<file path="src/hdl/dat_pkg.sv">
`timescale 1ns / 1ps

package dat_pkg;

    localparam int SLOTS = 32;
    localparam int IDX_W = (SLOTS > 1) ? $clog2(SLOTS) : 1;

    localparam logic [2:0] MODE_DAEMON   = 3'd0;
    localparam logic [2:0] MODE_FUSE     = 3'd1;
    localparam logic [2:0] MODE_REMOVE   = 3'd2;
    localparam logic [2:0] MODE_LENGTHEN = 3'd3;
    localparam logic [2:0] MODE_RUN      = 3'd4;
    localparam logic [2:0] MODE_TICK     = 3'd5;

    localparam logic [1:0] ST_DONE      = 2'd0;
    localparam logic [1:0] ST_FULL      = 2'd1;
    localparam logic [1:0] ST_NOT_FOUND = 2'd2;
    localparam logic [1:0] ST_NONE      = 2'd3;

    localparam logic [1:0]  KIND_EMPTY  = 2'd0;
    localparam logic [15:0] DAEMON_TIME = 16'hFFFF;

    typedef struct packed {
        logic [2:0]         mode;
        logic [7:0]         action_id;
        logic signed [15:0] argument;
        logic [1:0]         phase_kind;
        logic signed [15:0] amount;
    } t_in_item;

    typedef struct packed {
        logic               fired;
        logic [7:0]         fire_action_id;
        logic signed [15:0] fire_argument;
        logic [1:0]         status;
        logic               last;
    } t_out_item;

    typedef struct packed {
        logic [7:0]         action;
        logic signed [15:0] argument;
        logic signed [15:0] ticks;
    } t_slot;

endpackage

</file>
<file path="src/hdl/dat_in_if.sv">
`timescale 1ns / 1ps

interface dat_in_if;
    import dat_pkg::*;

    logic     valid;
    logic     ready;
    t_in_item item;

    modport source (output valid, output item, input ready);
    modport sink (input valid, input item, output ready);
endinterface

</file>
<file path="src/hdl/dat_out_if.sv">
`timescale 1ns / 1ps

interface dat_out_if;
    import dat_pkg::*;

    logic      valid;
    logic      ready;
    t_out_item item;

    modport source (output valid, output item, input ready);
    modport sink (input valid, input item, output ready);
endinterface

</file>
<file path="src/hdl/delayed_action_timer_table_core.sv">
`timescale 1ns / 1ps

// channel  direction  item                                             handshake
// i_in     in         mode, action_id, argument, phase_kind, amount    valid/ready
// o_out    out        fired, fire_action_id, fire_argument, status,    valid/ready
//                     last
//
// a single scan sequencer over the slot memory examines one slot per cycle while
// o_out does not stall; start stops at the first empty slot, remove and lengthen
// at the first hit, while run and tick visit every slot and then flush
// not ready while an item is in progress; a finished item waits in the output register
// synchronous reset empties every slot at once through the per-slot kind registers

module delayed_action_timer_table_core (
    input  logic     i_clk,
    input  logic     i_rst_n,
    dat_in_if.sink   i_in,
    dat_out_if.source o_out
);
    import dat_pkg::*;

    typedef enum logic [2:0] {
        S_IDLE  = 3'b001,
        S_SCAN  = 3'b010,
        S_FLUSH = 3'b100
    } t_state;

    t_state     r_state, n_state;
    logic [IDX_W-1:0] r_idx, n_idx;
    t_in_item   r_item;
    logic [1:0] r_kind [SLOTS];
    t_slot      r_mem [SLOTS];
    t_slot      r_q;
    logic       r_pend_v, n_pend_v;
    t_out_item  r_pend, n_pend;
    logic       r_ov;
    t_out_item  r_out;

    logic       w_en;
    t_slot      w_data;
    logic       k_we;
    logic [1:0] k_data;
    logic       emit;
    t_out_item  e_item;
    t_out_item  fire_item;

    logic [1:0] kind_cur;
    logic       occupied, match_phase, can_emit, last_slot;
    logic       is_start, is_find, is_scan;
    logic       hit, fuse_live, fire, proceed;
    logic signed [16:0] l_sum;
    logic signed [15:0] l_sat;

    assign kind_cur    = r_kind[r_idx];
    assign occupied    = (kind_cur != KIND_EMPTY);
    assign match_phase = (r_item.phase_kind != KIND_EMPTY) && (kind_cur == r_item.phase_kind);
    assign can_emit    = !r_ov || o_out.ready;
    assign last_slot   = (r_idx == IDX_W'(SLOTS - 1));

    assign is_start = (r_item.mode == MODE_DAEMON) || (r_item.mode == MODE_FUSE);
    assign is_find  = (r_item.mode == MODE_REMOVE) || (r_item.mode == MODE_LENGTHEN);
    assign is_scan  = (r_item.mode == MODE_RUN) || (r_item.mode == MODE_TICK);

    assign hit       = occupied && (r_q.action == r_item.action_id);
    assign fuse_live = !r_q.ticks[15] && (r_q.ticks != 16'sd0);
    assign fire      = match_phase && ((r_item.mode == MODE_RUN) ?
                       (r_q.ticks == DAEMON_TIME) :
                       ((r_item.mode == MODE_TICK) && fuse_live && (r_q.ticks == 16'sd1)));
    assign proceed   = !(fire && r_pend_v && !can_emit);

    // saturating add for lengthen
    assign l_sum = {r_q.ticks[15], r_q.ticks} + {r_item.amount[15], r_item.amount};
    assign l_sat = (l_sum[16] != l_sum[15]) ? (l_sum[16] ? 16'sh8000 : 16'sh7FFF)
                                            : l_sum[15:0];

    always_comb begin
        fire_item                = '0;
        fire_item.fired          = 1'b1;
        fire_item.fire_action_id = r_q.action;
        fire_item.fire_argument  = r_q.argument;
        fire_item.status         = ST_DONE;
    end

    always_comb begin
        n_state  = r_state;
        n_idx    = r_idx;
        w_en     = 1'b0;
        w_data   = r_q;
        k_we     = 1'b0;
        k_data   = kind_cur;
        emit     = 1'b0;
        e_item   = '0;
        n_pend_v = r_pend_v;
        n_pend   = r_pend;
        unique case (r_state)
            S_IDLE: begin
                n_idx = '0;
                if (i_in.valid) begin
                    n_state = S_SCAN;
                end
            end
            S_SCAN: begin
                if (is_start) begin
                    if (!occupied) begin
                        if (can_emit) begin
                            emit          = 1'b1;
                            e_item.status = ST_DONE;
                            e_item.last   = 1'b1;
                            w_en          = 1'b1;
                            w_data.action = r_item.action_id;
                            w_data.argument = r_item.argument;
                            w_data.ticks  = (r_item.mode == MODE_DAEMON) ? DAEMON_TIME
                                                                         : r_item.amount;
                            k_we          = 1'b1;
                            k_data        = r_item.phase_kind;
                            n_state       = S_IDLE;
                            n_idx         = '0;
                        end
                    end else if (last_slot) begin
                        if (can_emit) begin
                            emit          = 1'b1;
                            e_item.status = ST_FULL;
                            e_item.last   = 1'b1;
                            n_state       = S_IDLE;
                            n_idx         = '0;
                        end
                    end else begin
                        n_idx = r_idx + IDX_W'(1);
                    end
                end else if (is_find) begin
                    if (hit) begin
                        if (can_emit) begin
                            emit          = 1'b1;
                            e_item.status = ST_DONE;
                            e_item.last   = 1'b1;
                            if (r_item.mode == MODE_REMOVE) begin
                                k_we   = 1'b1;
                                k_data = KIND_EMPTY;
                            end else begin
                                w_en         = 1'b1;
                                w_data.ticks = l_sat;
                            end
                            n_state = S_IDLE;
                            n_idx   = '0;
                        end
                    end else if (last_slot) begin
                        if (can_emit) begin
                            emit          = 1'b1;
                            e_item.status = ST_NOT_FOUND;
                            e_item.last   = 1'b1;
                            n_state       = S_IDLE;
                            n_idx         = '0;
                        end
                    end else begin
                        n_idx = r_idx + IDX_W'(1);
                    end
                end else if (is_scan) begin
                    if (proceed) begin
                        if ((r_item.mode == MODE_TICK) && match_phase && fuse_live) begin
                            w_en         = 1'b1;
                            w_data.ticks = r_q.ticks - 16'sd1;
                            if (r_q.ticks == 16'sd1) begin
                                k_we   = 1'b1;
                                k_data = KIND_EMPTY;
                            end
                        end
                        if (fire) begin
                            if (r_pend_v) begin
                                emit   = 1'b1;
                                e_item = r_pend;
                            end
                            n_pend_v = 1'b1;
                            n_pend   = fire_item;
                        end
                        if (last_slot) begin
                            n_state = S_FLUSH;
                            n_idx   = '0;
                        end else begin
                            n_idx = r_idx + IDX_W'(1);
                        end
                    end
                end else begin
                    if (can_emit) begin
                        emit          = 1'b1;
                        e_item.status = ST_DONE;
                        e_item.last   = 1'b1;
                        n_state       = S_IDLE;
                        n_idx         = '0;
                    end
                end
            end
            S_FLUSH: begin
                n_idx = '0;
                if (can_emit) begin
                    emit = 1'b1;
                    if (r_pend_v) begin
                        e_item = r_pend;
                    end else begin
                        e_item.status = ST_NONE;
                    end
                    e_item.last = 1'b1;
                    n_pend_v    = 1'b0;
                    n_state     = S_IDLE;
                end
            end
            default: begin
                n_state = S_IDLE;
                n_idx   = '0;
            end
        endcase
    end

    assign i_in.ready  = (r_state == S_IDLE);
    assign o_out.valid = r_ov;
    assign o_out.item  = r_out;

    always_ff @(posedge i_clk) begin
        if (!i_rst_n) begin
            r_state  <= S_IDLE;
            r_idx    <= '0;
            r_pend_v <= 1'b0;
            r_ov     <= 1'b0;
            for (int k = 0; k < SLOTS; k++) begin
                r_kind[k] <= KIND_EMPTY;
            end
        end else begin
            r_state  <= n_state;
            r_idx    <= n_idx;
            r_pend_v <= n_pend_v;
            if (emit) begin
                r_ov <= 1'b1;
            end else if (o_out.ready) begin
                r_ov <= 1'b0;
            end
            if (k_we) begin
                r_kind[r_idx] <= k_data;
            end
        end
    end

    always_ff @(posedge i_clk) begin
        if (i_in.valid && i_in.ready) begin
            r_item <= i_in.item;
        end
        if (emit) begin
            r_out <= e_item;
        end
        r_pend <= n_pend;
    end

    // slot memory, one write and one registered read per cycle
    always_ff @(posedge i_clk) begin
        if (w_en) begin
            r_mem[r_idx] <= w_data;
        end
        r_q <= r_mem[n_idx];
    end

endmodule
</file>
<file path="src/flat_wrapper.sv">
// flat-port wrapper written by rule: the top's interface ports become plain ports
module delayed_action_timer_table_core_flat import dat_pkg::*;
  (i_clk, i_rst_n, i_in_valid, i_in_item, i_in_ready, o_out_valid, o_out_item, o_out_ready);
  dat_in_if i_in_i ();
  dat_out_if o_out_i ();
  input  logic i_clk;
  input  logic i_rst_n;
  input wire logic [$bits(i_in_i.valid)-1:0] i_in_valid;
  input wire logic [$bits(i_in_i.item)-1:0] i_in_item;
  output wire logic [$bits(i_in_i.ready)-1:0] i_in_ready;
  output wire logic [$bits(o_out_i.valid)-1:0] o_out_valid;
  output wire logic [$bits(o_out_i.item)-1:0] o_out_item;
  input wire logic [$bits(o_out_i.ready)-1:0] o_out_ready;
  assign i_in_i.valid = i_in_valid;
  assign i_in_i.item = i_in_item;
  assign i_in_ready = i_in_i.ready;
  assign o_out_valid = o_out_i.valid;
  assign o_out_item = o_out_i.item;
  assign o_out_i.ready = o_out_ready;
  delayed_action_timer_table_core u_core (.i_clk(i_clk), .i_rst_n(i_rst_n), .i_in(i_in_i), .o_out(o_out_i));
endmodule
</file>
<file path="config.mk">
export PLATFORM = sky130hd
export DESIGN_NAME = delayed_action_timer_table_core_flat
export DESIGN_NICKNAME = d
export VERILOG_FILES = /design/src/hdl/dat_pkg.sv /design/src/hdl/dat_in_if.sv /design/src/hdl/dat_out_if.sv /design/src/hdl/delayed_action_timer_table_core.sv /design/src/flat_wrapper.sv
export SDC_FILE = /design/constraint.sdc
export NUM_CORES = 2
export LEC_CHECK = 0
export ABC_AREA = 0
export BUFFER_PORTS_ARGS = -buffer_cell sky130_fd_sc_hd__buf_2
export CAP_MARGIN = 5
export CELL_PAD_IN_SITES_DETAIL_PLACEMENT = 2
export CELL_PAD_IN_SITES_GLOBAL_PLACEMENT = 2
export CORE_ASPECT_RATIO = 0.8
export CORE_UTILIZATION = 50
export DETAILED_ROUTE_END_ITERATION = 12
export PLACE_DENSITY_LB_ADDON = 0.05
export RECOVER_POWER = 100
export SLEW_MARGIN = 20
export SYNTH_ARGS = -nofsm -noshare
export SYNTH_HDL_FRONTEND = slang
export SYNTH_SLANG_ARGS = --single-unit
</file>
<file path="constraint.sdc">
create_clock -name i_clk -period 15 [get_ports i_clk]
set_clock_uncertainty 0.15 [all_clocks]
set_input_delay 3 -clock i_clk [delete_from_list [all_inputs] [get_ports i_clk]]
set_output_delay 3 -clock i_clk [all_outputs]
set_load 0.05 [all_outputs]
</file>
==> flow_summary.json <==
{
  "place.gp.congestion": 0.840,
  "hpwl_um": 126000,
  "power.density_nw_per_um2": 131,
  "pin_count": 79,
  "synth_edf_count": 1441,
  "worst_pin_slew_ns": 5.46,
  "cts-htree-levels": 4,
  "clk_latency_ns": 0.83,
  "drc": 0,
  "grt_antenna_before_repair": 6,
  "critPathLaunchType": "flop",
  "drt_iter0_drc": 4782,
  "hold_class": "flop to flop",
  "postCtsSetupBuffers": 0,
  "grt_max_degree": 170,
  "post-route-min-period_ns": 11.41,
  "antenna_cells": 0,
  "fin_crit_sh_pct": 76.1,
  "cp.required_ns": 15.22,
  "grt.total_usage_pct": 39.8,
  "vdd_ir_drop_max_uv": 121,
  "grt_pass1_wl_um": 342000,
  "finalSetupTns_ns": 0,
  "yosysWarnings": 0,
  "synth_top_area_cell": "edfxtp_1",
  "grt_overflow": 0,
  "tritoncts": "yes",
  "routedWlPerCell_um": 40.9,
  "port-buffer-count": 78,
  "maxSlewHeadroom_pct": -264,
  "die_h_um": 315,
  "layout.nets": 4356,
  "hold_viol": 0,
  "die-area_um2": 124000,
  "rsz0062_at_grt": "no",
  "fmax_mhz": 87.6,
  "synth_seq_cells": 1491,
  "rows": 114,
  "area_growth_pct": 11.1,
  "synthesis.area_um2": 61200,
  "synth_top_area_share_pct": 70.7,
  "first_pass_iters": 6,
  "total_power_w": 0.00890,
  "path_max_fanout": 24,
  "setup_viol": 0,
  "dominantRegCellSynth": "edfxtp_1",
  "synth_area_per_cell_um2": 14.5,
  "ys_async_sr_fraction_pct": 0,
  "die_x_um": 393,
  "violations": "max-capacitance violations, max-slew violations",
  "fin_hold_ws_ns": 0.291,
  "synth_area_leaders": "edfxtp_1 71%, mux2i_1 7.8%, nand2_1 4.4%, nand3_1 2.2%, dfxtp_1 1.6%",
  "status": "finished with violations",
  "drv_cap": 64,
  "wl_met3_um": 22400,
  "routed.top_layer": "met5",
  "cp_common_cell": "clkbuf_1",
  "viasPerCell": 6.91,
  "synth_cells": 4208,
  "worstSetupPathType": "flop to flop",
  "cts_hold_buf": 0,
  "cts_made_buffers": 150,
  "worstPathArrival_ns": 11.64,
  "cts_buffer_depth": 3,
  "finalMaxSlewViolations": 1818,
  "ant_nets": 0,
  "worst_path_largest_cell_delay_ns": 2.66,
  "grt_pass1_vias": 44200,
  "clock-sinks": 1491,
  "crit_slowest_cell": "nor2_1",
  "start_util_pct": 50.5,
  "m1WireLength_um": 94300,
  "drt-total-wl_um": 247000,
  "yosysSeqAreaShare_pct": 72.4,
  "synthesis.nets": 4284,
  "drive_gt1_share_pct": 8.52,
  "end_kind": "flop",
  "worstPathCellList": "clkbuf_1 > or4bb_1 > o32ai_1 > a2111oi_0 > nor2_1 > o31ai_1 > clkbuf_1 > nor4_1 > clkbuf_1 > nor2_1 > o21ai_0 > nand2_1 > nor2_1 > clkbuf_1",
  "power_leakage_nw": 23.6,
  "path_clk_slew_ns": 0.06,
  "wl_met2_um": 117000,
  "cts_resized": 0,
  "vias": 41600,
  "yosysUniqueCellTypes": 81,
  "cts-root-buf": "clkbuf_16",
  "core_region_area_um2": 121000
}
-- cells in the final DEF, fill, tap and decap left out, types with 23 or more instances in the layout --
cell       instances
o221ai_1          38
nand3_1          265
and2_0            29
a31oi_1           48
clkbuf_16        156
a221oi_1          39
a211oi_1          67
clkinv_2          31
edfxtp_1        1441
clkbuf_1         133
o21ai_0           71
ha_1              26
nor2_4            24
dfxtp_1           49
a21oi_1           44
a21boi_0          37
buf_2             38
buf_4             43
a32oi_1          101
clkinv_1          23
nand2_1          719
mux2i_1          477
nor2_1           133
-- cell families (layout without fill, tap and decap cells) --
| kind of cell | Yosys count | count (layout) | share of synthesized area [%] |
|---|---|---|---|
| AO/OA/AOI/OAI | 577 | 577 | 7.02 |
| XOR/XNOR | 25 | 25 | 0.358 |
| adder cells (fa/ha/maj) | 27 | 27 | 0.565 |
| buffers and inverters | 285 | 477 | 2.22 |
| flip-flops | 1491 | 1491 | 72.4 |
| multiplexers | 490 | 490 | 8.06 |
| AND/OR/NAND/NOR | 1313 | 1313 | 9.40 |
-- routing by layer --
metal	global-route usage (%)	vias up
li1	-	16300
met5	0	-
met1	51.5	21900
met3	7.78	699
met2	64.7	2654
met4	19.0	6
-- critical path, delay by kind of cell, from the launching register on --
kind,cells,cell delay [ns]
AO/OA/AOI/OAI,4,1.48
buffers and inverters,4,3.69
AND/OR/NAND/NOR,6,4.96
flip-flops,1,0.61
-- stage by stage --
stage / utilization, % / setup WS (ns) / cells / area [um^2]
after floorplan: - / 8.09 / 4208 / 61200
after global placement: 52.5 / 6.54 / 5748 / 63600
after detailed placement: 52.6 / 6.30 / 5749 / 63600
after CTS: 56.5 / 7.11 / 6021 / 68400
after global routing: 56.1 / 3.42 / 6024 / 68000
final: 56.1 / 3.59 / 6024 / 68000
-- final cells by class --
type / count / area [um^2]
fill: 10700 / 53100
timing repair buffer: 183 / 993
multi-input combinational: 2432 / 15800
sequential: 1491 / 44300
tap: 1624 / 2030
clock buffer: 202 / 4170
clock inverter: 70 / 611
inverter: 22 / 82.6
-- synth_stat cells, drive strengths merged (16+ instances only) --
cell / number
a31oi: 49
ha: 26
nand3: 265
nand2: 722
o21ai: 74
a21oi: 45
mux2i: 477
buf: 120
a21boi: 37
o221ai: 38
clkbuf: 143
inv: 19
a32oi: 103
nand4: 16
nor2: 158
dfxtp: 50
and2: 43
xnor2: 18
o22ai: 20
a211oi: 68
nor3: 24
edfxtp: 1441
a221oi: 39
-- power by group --
| part | switching [W] | internal [W] |
|---|---|---|
| sequential | 0.0000323 | 0.00462 |
| clock | 0.00176 | 0.00210 |
| combinational | 0.000297 | 0.0000934 |
| total | 0.00209 | 0.00681 |
-- worst paths after layout --
| check | start | endpoint | slack (ns) | cells past startpoint |
|---|---|---|---|---|
| min reg2reg | u_core.fire_item[14]$_DFF_P_ | u_core.r_pend[14]$_DFFE_PP_ | 0.29 | 0 |
| max | u_core.r_idx[3]$_SDFF_PN0_ | u_core.r_mem[10][31]$_DFFE_PP_ | 3.59 | 14 |
| min | u_core.fire_item[14]$_DFF_P_ | u_core.r_pend[14]$_DFFE_PP_ | 0.29 | 0 |
| max reg2reg | u_core.r_idx[3]$_SDFF_PN0_ | u_core.r_mem[10][31]$_DFFE_PP_ | 3.59 | 14 |
-- sequential cells by signal (all words and copies together), names as in the netlist, 3 cells and up --
register,count
u_core.r_mem,1280
u_core.fire_item,24
u_core.r_state,3
u_core.r_q,16
u_core.r_pend,24
u_core.r_idx,5
u_core.r_item,45
u_core.o_out.item,28
u_core.r_kind,64
Power figures use the tool's default switching activity.
